## src/rtl/ssvo_pkg.sv

```systemverilog
`timescale 1ns / 1ps

package ssvo_pkg;

  // Sample width of the mix words and of the voice sample.
  localparam int unsigned SAMPLE_BITS = 24;

  // Gains are Q24; 1.0 needs a 25th bit.
  localparam int unsigned GAIN_W = 25;
  localparam logic [GAIN_W-1:0] GAIN_ONE = 25'h100_0000;

  // pi/5 in Q32.
  localparam logic [31:0] PI5_Q32 = 32'd2698607541;

  // ceil(2^33 / 3): x * RECIP3 >> 33 equals x / 3 for any 32-bit x.
  localparam logic [31:0] RECIP3 = 32'hAAAA_AAAB;
  localparam int unsigned RECIP3_SHIFT = 33;

  // The divisor 6 * 2^(33 - SAMPLE_BITS) is split into 3 and a power of two.
  localparam int unsigned DIV_SHIFT = 34 - SAMPLE_BITS;
  localparam logic [33:0] DEN_HALF = 34'(3 * (2 ** (33 - SAMPLE_BITS)));

  // Register reset values.
  localparam logic [GAIN_W-1:0] ATTACK_STEP_RST  = 25'd174763;
  localparam logic [GAIN_W-1:0] RELEASE_STEP_RST = 25'd699;

  // Configuration register indexes.
  localparam int unsigned CFG_IDX_W = 2;
  typedef enum logic [CFG_IDX_W-1:0] {
    CFG_PHASE_STEP   = 2'd0,
    CFG_ATTACK_STEP  = 2'd1,
    CFG_RELEASE_STEP = 2'd2
  } cfg_index_e;

  // Queue between the front and the back.
  localparam int unsigned QUEUE_DEPTH = 2;
  localparam int unsigned QUEUE_PTR_W = $clog2(QUEUE_DEPTH);
  localparam int unsigned QUEUE_CNT_W = $clog2(QUEUE_DEPTH + 1);

  typedef struct packed {
    logic                          note_start;
    logic                          note_gate;
    logic signed [SAMPLE_BITS-1:0] mix_in_left;
    logic signed [SAMPLE_BITS-1:0] mix_in_right;
    logic                          end_of_block;
  } in_t;

  typedef struct packed {
    logic signed [SAMPLE_BITS-1:0] mix_out_left;
    logic signed [SAMPLE_BITS-1:0] mix_out_right;
    logic                          voice_active;
    logic                          block_done;
  } out_t;

  typedef enum logic [3:0] {
    ST_IDLE,
    ST_MUL_TRI,
    ST_SUM,
    ST_MUL_DIV,
    ST_QUO,
    ST_MUL_ATK,
    ST_RND_ATK,
    ST_MUL_REL,
    ST_RND_REL,
    ST_MIX
  } back_state_e;

endpackage

```

## src/rtl/ssvo_front.sv

```systemverilog
`timescale 1ns / 1ps

module ssvo_front (
  input  logic            clk_i,
  input  logic            rst_ni,
  input  logic            in_valid_i,
  output logic            in_ready_o,
  input  ssvo_pkg::in_t   in_data_i,
  output logic            q_valid_o,
  input  logic            q_ready_i,
  output ssvo_pkg::in_t   q_item_o
);

  ssvo_pkg::in_t                          entry_q [ssvo_pkg::QUEUE_DEPTH];
  logic [ssvo_pkg::QUEUE_PTR_W-1:0]       wr_ptr_q, wr_ptr_d;
  logic [ssvo_pkg::QUEUE_PTR_W-1:0]       rd_ptr_q, rd_ptr_d;
  logic [ssvo_pkg::QUEUE_CNT_W-1:0]       count_q, count_d;
  logic                                   push, pop;

  always_comb begin
    in_ready_o = (count_q != ssvo_pkg::QUEUE_CNT_W'(ssvo_pkg::QUEUE_DEPTH));
    q_valid_o  = (count_q != '0);
    q_item_o   = entry_q[rd_ptr_q];
    push       = in_valid_i && in_ready_o;
    pop        = q_valid_o && q_ready_i;
    wr_ptr_d   = push ? wr_ptr_q + ssvo_pkg::QUEUE_PTR_W'(1) : wr_ptr_q;
    rd_ptr_d   = pop ? rd_ptr_q + ssvo_pkg::QUEUE_PTR_W'(1) : rd_ptr_q;
    count_d    = count_q;
    if (push && !pop) begin
      count_d = count_q + ssvo_pkg::QUEUE_CNT_W'(1);
    end else if (pop && !push) begin
      count_d = count_q - ssvo_pkg::QUEUE_CNT_W'(1);
    end
  end

  always_ff @(posedge clk_i or negedge rst_ni) begin
    if (!rst_ni) begin
      wr_ptr_q <= '0;
      rd_ptr_q <= '0;
      count_q  <= '0;
    end else begin
      wr_ptr_q <= wr_ptr_d;
      rd_ptr_q <= rd_ptr_d;
      count_q  <= count_d;
    end
  end

  always_ff @(posedge clk_i) begin
    if (push) begin
      entry_q[wr_ptr_q] <= in_data_i;
    end
  end

endmodule

```

## src/rtl/ssvo_back.sv

```systemverilog
`timescale 1ns / 1ps

module ssvo_back (
  input  logic                            clk_i,
  input  logic                            rst_ni,
  input  logic                            q_valid_i,
  output logic                            q_ready_o,
  input  ssvo_pkg::in_t                   q_item_i,
  input  logic [31:0]                     phase_step_i,
  input  logic [ssvo_pkg::GAIN_W-1:0]     attack_step_i,
  input  logic [ssvo_pkg::GAIN_W-1:0]     release_step_i,
  output logic                            out_valid_o,
  input  logic                            out_ready_i,
  output ssvo_pkg::out_t                  out_data_o
);

  localparam int unsigned SB = ssvo_pkg::SAMPLE_BITS;
  localparam int unsigned GW = ssvo_pkg::GAIN_W;
  localparam logic signed [SB:0] SAT_MAX = {2'b00, {(SB-1){1'b1}}};
  localparam logic signed [SB:0] SAT_MIN = {2'b11, {(SB-1){1'b0}}};

  function automatic logic signed [SB-1:0] sat_add(input logic signed [SB-1:0] a,
                                                  input logic signed [SB:0]   v);
    logic signed [SB:0] s;
    s = {a[SB-1], a} + v;
    if (s > SAT_MAX) begin
      s = SAT_MAX;
    end else if (s < SAT_MIN) begin
      s = SAT_MIN;
    end
    return s[SB-1:0];
  endfunction

  ssvo_pkg::back_state_e state_q, state_d;

  // Voice state.
  logic [31:0]  phase_q, phase_d;
  logic [GW-1:0] atk_q, atk_d;
  logic [GW-1:0] rel_q, rel_d;
  logic          snd_q, snd_d;

  // Per-word working registers.
  ssvo_pkg::in_t   item_q;
  logic [32:0]     t_q;
  logic            neg_q, add_q, active_q;
  logic            atk_use_q, rel_use_q;
  logic [GW-1:0]   atk_g_q, rel_g_q;
  logic [63:0]     prod_q;
  logic [31:0]     x_q;
  logic [SB-2:0]   vmag_q;
  logic            out_valid_q;
  ssvo_pkg::out_t  out_data_q;

  // Values formed while a word is taken from the queue.
  logic            pop, start, gate, run, rel_done;
  logic [31:0]     ph_s;
  logic [GW-1:0]   atk_s, rel_s, atk_sat, rel_sat;
  logic [GW:0]     atk_sum, rel_sum;
  logic [32:0]     t_d;
  logic            add_d, atk_use_d, rel_use_d;

  // Shared datapath.
  logic [31:0]     mul_a, mul_b;
  logic [63:0]     mul_p, rnd, gain_rnd;
  logic [31:0]     tri_v;
  logic [33:0]     mag, sum_sh;
  logic [SB-2:0]   vmag_d;
  logic signed [SB:0] vs;
  logic            out_load;
  ssvo_pkg::out_t  out_d;

  always_comb begin
    pop   = (state_q == ssvo_pkg::ST_IDLE) && q_valid_i;
    start = q_item_i.note_start;
    gate  = q_item_i.note_gate;
    ph_s  = start ? '0 : phase_q;
    atk_s = start ? '0 : atk_q;
    rel_s = start ? '0 : rel_q;
    run   = (start || snd_q) && (gate || (atk_s != '0));
    rel_done = !gate && (rel_s >= ssvo_pkg::GAIN_ONE);
    add_d = run && !rel_done;

    atk_sum = {1'b0, atk_s} + {1'b0, attack_step_i};
    atk_sat = (atk_sum > {1'b0, ssvo_pkg::GAIN_ONE}) ? ssvo_pkg::GAIN_ONE : atk_sum[GW-1:0];
    rel_sum = {1'b0, rel_s} + {1'b0, release_step_i};
    rel_sat = (rel_sum > {1'b0, ssvo_pkg::GAIN_ONE}) ? ssvo_pkg::GAIN_ONE : rel_sum[GW-1:0];

    atk_use_d = atk_s < ssvo_pkg::GAIN_ONE;
    rel_use_d = !gate && (rel_s < ssvo_pkg::GAIN_ONE);

    // Triangle position: twice the distance of the phase from the quarter-cycle peak.
    // Past three quarters the distance wraps through zero, so 32-bit wrapping
    // arithmetic gives it directly.
    if (ph_s < 32'hC000_0000) begin
      if (ph_s >= 32'h4000_0000) begin
        t_d = {ph_s - 32'h4000_0000, 1'b0};
      end else begin
        t_d = {32'h4000_0000 - ph_s, 1'b0};
      end
    end else begin
      t_d = {32'h4000_0000 - ph_s, 1'b0};
    end

    phase_d = phase_q;
    atk_d   = atk_q;
    rel_d   = rel_q;
    snd_d   = snd_q;
    if (pop) begin
      phase_d = ph_s;
      atk_d   = atk_s;
      rel_d   = rel_s;
      snd_d   = start || snd_q;
      if (run) begin
        phase_d = ph_s + phase_step_i;
        if (atk_use_d) begin
          atk_d = atk_sat;
        end
        if (!gate) begin
          if (rel_use_d) begin
            rel_d = rel_sat;
          end else begin
            snd_d = 1'b0;
          end
        end
      end
    end
  end

  always_comb begin
    mul_a = t_q[31:0];
    mul_b = ssvo_pkg::PI5_Q32;
    case (state_q)
      ssvo_pkg::ST_MUL_DIV: begin
        mul_a = x_q;
        mul_b = ssvo_pkg::RECIP3;
      end
      ssvo_pkg::ST_MUL_ATK: begin
        mul_a = {{(33-SB){1'b0}}, vmag_q};
        mul_b = {{(32-GW){1'b0}}, atk_g_q};
      end
      ssvo_pkg::ST_MUL_REL: begin
        mul_a = {{(33-SB){1'b0}}, vmag_q};
        mul_b = {{(32-GW){1'b0}}, rel_g_q};
      end
      default: begin
        mul_a = t_q[31:0];
        mul_b = ssvo_pkg::PI5_Q32;
      end
    endcase
    mul_p = mul_a * mul_b;

    // The full-cycle triangle value of 2^32 only shows up as t_q[32].
    rnd      = prod_q + 64'h8000_0000;
    gain_rnd = prod_q + 64'h80_0000;
    tri_v  = t_q[32] ? ssvo_pkg::PI5_Q32 : rnd[63:32];
    mag    = neg_q ? (34'h1_0000_0000 + {2'b00, tri_v}) : (34'h1_0000_0000 - {2'b00, tri_v});
    sum_sh = (mag + ssvo_pkg::DEN_HALF) >> ssvo_pkg::DIV_SHIFT;
    vmag_d = prod_q[ssvo_pkg::RECIP3_SHIFT +: (SB-1)];

    vs = neg_q ? -$signed({2'b00, vmag_q}) : $signed({2'b00, vmag_q});
    if (!add_q) begin
      vs = '0;
    end
    out_d.mix_out_left  = sat_add(item_q.mix_in_left, vs);
    out_d.mix_out_right = sat_add(item_q.mix_in_right, vs);
    out_d.voice_active  = active_q;
    out_d.block_done    = item_q.end_of_block;
  end

  always_comb begin
    state_d   = state_q;
    q_ready_o = (state_q == ssvo_pkg::ST_IDLE);
    out_load  = 1'b0;
    case (state_q)
      ssvo_pkg::ST_IDLE: begin
        if (pop) begin
          state_d = add_d ? ssvo_pkg::ST_MUL_TRI : ssvo_pkg::ST_MIX;
        end
      end
      ssvo_pkg::ST_MUL_TRI: state_d = ssvo_pkg::ST_SUM;
      ssvo_pkg::ST_SUM:     state_d = ssvo_pkg::ST_MUL_DIV;
      ssvo_pkg::ST_MUL_DIV: state_d = ssvo_pkg::ST_QUO;
      ssvo_pkg::ST_QUO: begin
        if (atk_use_q) begin
          state_d = ssvo_pkg::ST_MUL_ATK;
        end else if (rel_use_q) begin
          state_d = ssvo_pkg::ST_MUL_REL;
        end else begin
          state_d = ssvo_pkg::ST_MIX;
        end
      end
      ssvo_pkg::ST_MUL_ATK: state_d = ssvo_pkg::ST_RND_ATK;
      ssvo_pkg::ST_RND_ATK: state_d = rel_use_q ? ssvo_pkg::ST_MUL_REL : ssvo_pkg::ST_MIX;
      ssvo_pkg::ST_MUL_REL: state_d = ssvo_pkg::ST_RND_REL;
      ssvo_pkg::ST_RND_REL: state_d = ssvo_pkg::ST_MIX;
      ssvo_pkg::ST_MIX: begin
        if (!out_valid_q || out_ready_i) begin
          out_load = 1'b1;
          state_d  = ssvo_pkg::ST_IDLE;
        end
      end
      default: state_d = ssvo_pkg::ST_IDLE;
    endcase
  end

  always_ff @(posedge clk_i or negedge rst_ni) begin
    if (!rst_ni) begin
      state_q     <= ssvo_pkg::ST_IDLE;
      phase_q     <= '0;
      atk_q       <= '0;
      rel_q       <= '0;
      snd_q       <= 1'b0;
      out_valid_q <= 1'b0;
    end else begin
      state_q <= state_d;
      phase_q <= phase_d;
      atk_q   <= atk_d;
      rel_q   <= rel_d;
      snd_q   <= snd_d;
      if (out_load) begin
        out_valid_q <= 1'b1;
      end else if (out_ready_i) begin
        out_valid_q <= 1'b0;
      end
    end
  end

  always_ff @(posedge clk_i) begin
    if (pop) begin
      item_q    <= q_item_i;
      t_q       <= t_d;
      neg_q     <= !(ph_s <= 32'h8000_0000);
      add_q     <= add_d;
      active_q  <= snd_d;
      atk_use_q <= atk_use_d;
      rel_use_q <= rel_use_d;
      atk_g_q   <= atk_s;
      rel_g_q   <= ssvo_pkg::GAIN_ONE - rel_s;
    end
    case (state_q)
      ssvo_pkg::ST_MUL_TRI,
      ssvo_pkg::ST_MUL_DIV,
      ssvo_pkg::ST_MUL_ATK,
      ssvo_pkg::ST_MUL_REL: prod_q <= mul_p;
      ssvo_pkg::ST_SUM:     x_q    <= sum_sh[31:0];
      ssvo_pkg::ST_QUO:     vmag_q <= vmag_d;
      ssvo_pkg::ST_RND_ATK,
      ssvo_pkg::ST_RND_REL: vmag_q <= gain_rnd[24 +: (SB-1)];
      default: ;
    endcase
    if (out_load) begin
      out_data_q <= out_d;
    end
  end

  assign out_valid_o = out_valid_q;
  assign out_data_o  = out_data_q;

  assert property (@(posedge clk_i) disable iff (!rst_ni) atk_q <= ssvo_pkg::GAIN_ONE)
    else $error("attack level above unity");

  assert property (@(posedge clk_i) disable iff (!rst_ni) rel_q <= ssvo_pkg::GAIN_ONE)
    else $error("release level above unity");

  assert property (@(posedge clk_i) disable iff (!rst_ni)
                   $rose(out_valid_q) |-> $past(state_q) == ssvo_pkg::ST_MIX)
    else $error("result word raised outside the mix step");

  assert property (@(posedge clk_i) disable iff (!rst_ni)
                   (pop && !add_d) |=> state_q == ssvo_pkg::ST_MIX)
    else $error("silent word did not go straight to the mix step");

endmodule

```

## src/rtl/shaped_square_voice_oscillator_core.sv

```systemverilog
`timescale 1ns / 1ps

// Single-voice shaped-square oscillator that adds its sample into a stereo mix stream.
// Each input word is one audio frame; each frame yields exactly one output word. Input
// words land in a two-entry queue, so up to two words are taken while the engine works
// or a finished word waits at the output; beyond that the input stalls. The engine
// handles one frame at a time through one shared 32x32 multiplier: a voiced frame runs
// the triangle multiply, sum, divide multiply and quotient steps, then multiply and round
// steps for the attack gain and for the release gain where each applies; a silent frame
// passes the mix through unchanged and goes straight to the mix step, which waits for the
// previous word to leave the output. Configuration registers (phase step, attack step,
// release step) are written through their own port, which is always ready.

module shaped_square_voice_oscillator_core (
  input  logic                                clk_i,
  input  logic                                rst_ni,
  input  logic                                in_valid_i,
  output logic                                in_ready_o,
  input  ssvo_pkg::in_t                       in_data_i,
  output logic                                out_valid_o,
  input  logic                                out_ready_i,
  output ssvo_pkg::out_t                      out_data_o,
  input  logic                                cfg_valid_i,
  output logic                                cfg_ready_o,
  input  logic [ssvo_pkg::CFG_IDX_W-1:0]      cfg_index_i,
  input  logic [31:0]                         cfg_data_i
);

  logic [31:0]                   phase_step_q;
  logic [ssvo_pkg::GAIN_W-1:0]   attack_step_q;
  logic [ssvo_pkg::GAIN_W-1:0]   release_step_q;
  logic                          q_valid, q_ready;
  ssvo_pkg::in_t                 q_item;

  assign cfg_ready_o = 1'b1;

  always_ff @(posedge clk_i or negedge rst_ni) begin
    if (!rst_ni) begin
      phase_step_q   <= '0;
      attack_step_q  <= ssvo_pkg::ATTACK_STEP_RST;
      release_step_q <= ssvo_pkg::RELEASE_STEP_RST;
    end else if (cfg_valid_i && cfg_ready_o) begin
      case (cfg_index_i)
        ssvo_pkg::CFG_PHASE_STEP:   phase_step_q   <= cfg_data_i;
        ssvo_pkg::CFG_ATTACK_STEP:  attack_step_q  <= cfg_data_i[ssvo_pkg::GAIN_W-1:0];
        ssvo_pkg::CFG_RELEASE_STEP: release_step_q <= cfg_data_i[ssvo_pkg::GAIN_W-1:0];
        default: ;
      endcase
    end
  end

  ssvo_front u_front (
    .clk_i      (clk_i),
    .rst_ni     (rst_ni),
    .in_valid_i (in_valid_i),
    .in_ready_o (in_ready_o),
    .in_data_i  (in_data_i),
    .q_valid_o  (q_valid),
    .q_ready_i  (q_ready),
    .q_item_o   (q_item)
  );

  ssvo_back u_back (
    .clk_i          (clk_i),
    .rst_ni         (rst_ni),
    .q_valid_i      (q_valid),
    .q_ready_o      (q_ready),
    .q_item_i       (q_item),
    .phase_step_i   (phase_step_q),
    .attack_step_i  (attack_step_q),
    .release_step_i (release_step_q),
    .out_valid_o    (out_valid_o),
    .out_ready_i    (out_ready_i),
    .out_data_o     (out_data_o)
  );

endmodule
```

## config.mk

```make
export PLATFORM = sky130hd
export DESIGN_NAME = shaped_square_voice_oscillator_core
export DESIGN_NICKNAME = d
export VERILOG_FILES = /design/src/rtl/ssvo_pkg.sv /design/src/rtl/ssvo_front.sv /design/src/rtl/ssvo_back.sv /design/src/rtl/shaped_square_voice_oscillator_core.sv
export SDC_FILE = /design/constraint.sdc
export NUM_CORES = 2
export LEC_CHECK = 0
export BUFFER_PORTS_ARGS = -buffer_cell sky130_fd_sc_hd__buf_2
export CORE_MARGIN = 2
export CORE_UTILIZATION = 45
export DETAILED_ROUTE_END_ITERATION = 7
export SYNTH_ARGS = -nofsm -noshare
export SYNTH_HDL_FRONTEND = slang
export SYNTH_SLANG_ARGS = --single-unit
```

## constraint.sdc

```tcl
create_clock -name clk_i -period 12.8 [get_ports clk_i]
set_clock_uncertainty 0.2 [all_clocks]
set_input_delay 0.64 -clock clk_i [delete_from_list [all_inputs] [get_ports clk_i]]
set_output_delay 0.64 -clock clk_i [all_outputs]
set_load 0.05 [all_outputs]
```

==> impl_metrics.sql <==
INSERT INTO impl_metrics (metric_group, metric, value, unit) VALUES
('timing', 'min_period_over_period', '88.68', '%'),
('clocking', 'cts_tree', 'done', ''),
('route', 'dr.pass1.iters', '5', ''),
('logic_synthesis', 'synth_cell_type_count', '100', ''),
('grt', 'via_count_of_the_first_global_routing_pass', '44680', ''),
('grt', 'grt_first_pass_wirelength', '275100', 'um'),
('run', 'drv.max_cap_violation_count', '0', ''),
('logic_synthesis', 'combinational_family_with_the_most_area_after_synthesis', 'adder cells', ''),
('worst_setup_path', 'critical_path.endpoint_type', 'flop', ''),
('worst_setup_path', 'setup.worst_path.start', 'u_back.state_q[2]', ''),
('timing', 'timing.slew.headroom', '12.54', '%'),
('route', 'drt-total-wl', '180500', 'um'),
('route', 'antenna_violating_nets_post_route', '0', ''),
('place', 'dpl_worst_slack', '1597', 'ps'),
('final_layout', 'finalNetCount', '7493', ''),
('clocking', 'cts_repair_resize_count', '0', ''),
('die', 'floorplan.core_area', '131100', 'um2'),
('logic_synthesis', 'synth.top_cell.area_share', '27.20', '%'),
('status', 'run_status', 'finished clean', ''),
('clocking', 'clock_tree.root_cell', 'sky130_fd_sc_hd__clkbuf_16', ''),
('final_layout', 'flow.area_growth_from_synthesis', '10.22', '%'),
('clocking', 'cts_num_sinks', '550', ''),
('logic_synthesis', 'synth_area', '59240', 'um2'),
('logic_synthesis', 'synth.most_common_cell', 'sky130_fd_sc_hd__inv_1', ''),
('min_path', 'hold_path_class', 'primary input to flop', ''),
('route', 'wl_per_cell', '22.72', 'um'),
('place', 'detailed_place.area', '62710', 'um2'),
('timing', 'timing_hold_violations_final', '0', ''),
('logic_synthesis', 'synth-xor-area-share', '4.199', '%'),
('worst_setup_path', 'critical_path.endpoint', 'u_back.prod_q[63]', ''),
('grt', 'grt_util_all_layers', '27.04', '%'),
('timing', 'max_clock_freq', '88.10', 'MHz'),
('clocking', 'cts_hold_buffers', '53', ''),
('logic_synthesis', 'synth.avg_cell_area', '10.06', 'um2'),
('worst_setup_path', 'worst_r2r_path_depth', '33', ''),
('timing', 'max_slew.worst_pin.slew', '1312', 'ps'),
('place', 'gp_routability_congestion', '0.9675', ''),
('logic_synthesis', 'synthesis.yosys.warnings', '0', ''),
('final_layout', 'drive_gt1_share', '9.693', '%'),
('worst_setup_path', 'worst_ep_required_time', '12990', 'ps'),
('logic_synthesis', 'synth.area.top_cells', 'sky130_fd_sc_hd__fa_1 27%, sky130_fd_sc_hd__edfxtp_1 19%, sky130_fd_sc_hd__ha_1 9.7%', ''),
('worst_setup_path', 'regToRegEndpoint', 'u_back.prod_q[63]', ''),
('logic_synthesis', 'synth_cells', '5886', ''),
('worst_setup_path', 'worst-endpoint-arrival', '11540', 'ps'),
('final_layout', 'final_cell_area', '65290', 'um2'),
('logic_synthesis', 'library_cell_with_the_largest_summed_area_after_synthesis', 'sky130_fd_sc_hd__fa_1', ''),
('die', 'placement_rows', '133', ''),
('logic_synthesis', 'asyncSetResetFlopFracSynth', '31.64', '%'),
('clocking', 'cts_buffers', '60', ''),
('logic_synthesis', 'synth-seq-cells', '550', ''),
('grt', 'gr-total-overflow', '0', ''),
('route', 'via_count', '43290', ''),
('place', 'detailed_place_hpwl', '147200', 'um'),
('logic_synthesis', 'synthMuxAreaShare', '2.881', '%'),
('min_path', 'min_from', 'in_data_i[39]', ''),
('timing', 'final_total_negative_setup_slack', '0', 'ps'),
('logic_synthesis', 'synth_ff_type', 'sky130_fd_sc_hd__edfxtp_1', ''),
('die', 'die_height', '366.8', 'um'),
('clocking', 'cts-root-to-sink-buffers', '3', ''),
('logic_synthesis', 'synthSimpleGateAreaFrac', '12.68', '%'),
('timing', 'rsz0062_at_grt', 'false', ''),
('clocking', 'postCtsSetupBuffers', '0', ''),
('route', 'drc', '0', ''),
('logic_synthesis', 'yosysSeqAreaShare', '26.45', '%'),
('route', 'drt-initial-drc-count', '3507', ''),
('timing', 'finalWorstPathRequiredPeriod', '11350', 'ps'),
('die', 'starting_utilization_of_the_core_area', '45.18', '%'),
('worst_setup_path', 'r2r_slack', '1450', 'ps'),
('die', 'boundaryPins', '143', ''),
('worst_setup_path', 'critPathMaxStageDelay', '900', 'ps'),
('worst_setup_path', 'critical_path_peak_fanout', '24', '');
critical path, delay by kind of cell (launching register included):
family                     cells  cell delay, ps
adders and majority gates      9            4470
AOI/OAI and AO/OA              7            3260
and+or+nand+nor                9            1920
buffers and inverters          7             630
DFF                            1             510
xor gates and xnor gates       1              90
cells by family (layout without fill, tap and decap cells):
family / after synthesis / in the layout
AO/OA/AOI/OAI: 838 / 838
XOR/XNOR: 284 / 284
adder cells (fa/ha/maj): 1270 / 1270
buffers and inverters: 1199 / 1412
flip-flops: 550 / 550
multiplexers: 153 / 153
other: 2 / 94
AND/OR/NAND/NOR: 1590 / 1590
flip-flops by register name, indices dropped and copies added (netlist names), 25 cells and up:
name,count
u_front.entry_q,102
u_back.out_data_o,50
u_back.item_q,49
u_back.prod_q,41
phase_step_q,32
u_back.phase_q,32
u_back.t_q,32
attack_step_q,25
release_step_q,25
u_back.atk_g_q,25
u_back.atk_q,25
u_back.rel_g_q,25
u_back.rel_q,25
per-stage QoR:
step	std cells	utilization (%)	hold WS (ps)
finish	7946	49.79	45.21
floorplan	5977	-	144.4
global placement	7779	47.82	205.6
CTS	7945	49.79	20.76
global route	7945	49.79	23.84
detailed placement	7779	47.82	213.1
worst min path at each step:
stage | to | slack [ps] | cells after the start
after CTS | u_front.entry_q[0][39] | 20 | 1
after detailed placement | u_back.out_data_o[0] | 210 | 0
after floorplan | attack_step_q[10] | 140 | 0
after global routing | u_front.entry_q[0][39] | 20 | 1
after global placement | u_back.out_data_o[0] | 210 | 0
final | u_front.entry_q[0][39] | 50 | 1
placed cells by master, fill, tap and decap left out, types with 14 or more instances in the layout:
cell and count:
sky130_fd_sc_hd__or3_1 27, sky130_fd_sc_hd__mux2_2 140, sky130_fd_sc_hd__nand3_1 69, sky130_fd_sc_hd__nand2_1 387, sky130_fd_sc_hd__and2_1 140, sky130_fd_sc_hd__conb_1 93, sky130_fd_sc_hd__nor3_1 50, sky130_fd_sc_hd__inv_1 1001
sky130_fd_sc_hd__clkbuf_16 60, sky130_fd_sc_hd__dfrtp_1 155, sky130_fd_sc_hd__a31oi_1 41, sky130_fd_sc_hd__o21a_1 31, sky130_fd_sc_hd__dlygate4sd3_1 53, sky130_fd_sc_hd__nand3b_1 16, sky130_fd_sc_hd__fa_1 805, sky130_fd_sc_hd__or4_1 17
sky130_fd_sc_hd__nor2_1 608, sky130_fd_sc_hd__clkinv_2 14, sky130_fd_sc_hd__or2_2 33, sky130_fd_sc_hd__o22ai_1 16, sky130_fd_sc_hd__o21ai_0 181, sky130_fd_sc_hd__ha_1 459, sky130_fd_sc_hd__xnor2_1 179, sky130_fd_sc_hd__buf_4 101
sky130_fd_sc_hd__nor2b_1 37, sky130_fd_sc_hd__buf_2 140, sky130_fd_sc_hd__a21o_1 109, sky130_fd_sc_hd__a22o_1 32, sky130_fd_sc_hd__xor2_1 105, sky130_fd_sc_hd__nor4_1 29, sky130_fd_sc_hd__nand4_1 32, sky130_fd_sc_hd__a21oi_1 224
sky130_fd_sc_hd__edfxtp_1 376, sky130_fd_sc_hd__dfstp_2 17, sky130_fd_sc_hd__and3_1 28, sky130_fd_sc_hd__nand2b_1 61, sky130_fd_sc_hd__o31ai_1 27
routing by layer:
| layer | global-route usage (%) | part of all wire [%] | vias to the layer above |
|---|---|---|---|
| met3 | 4.152 | 6.7 | 330 |
| met2 | 44.06 | 47 | 1385 |
| met5 | 0 | 0 | - |
| met4 | 9.245 | 3.9 | 0 |
| li1 | - | - | 19650 |
| met1 | 36.87 | 43 | 21930 |
layout make-up:
| type | instances | area [um2] |
|---|---|---|
| diodes | 1 | 2.502 |
| clock buffers | 66 | 1524 |
| clock inverters | 47 | 530.5 |
| fillers | 12310 | 65840 |
| inverters | 1004 | 3774 |
| multi-input cells | 4228 | 39590 |
| flip-flops and latches | 550 | 15670 |
| well taps | 1755 | 2196 |
| repair buffers | 295 | 2003 |
Power is left out: the tool's default activity adds up to more than one toggle a clock period on the data nets, which glitch-free logic cannot reach.
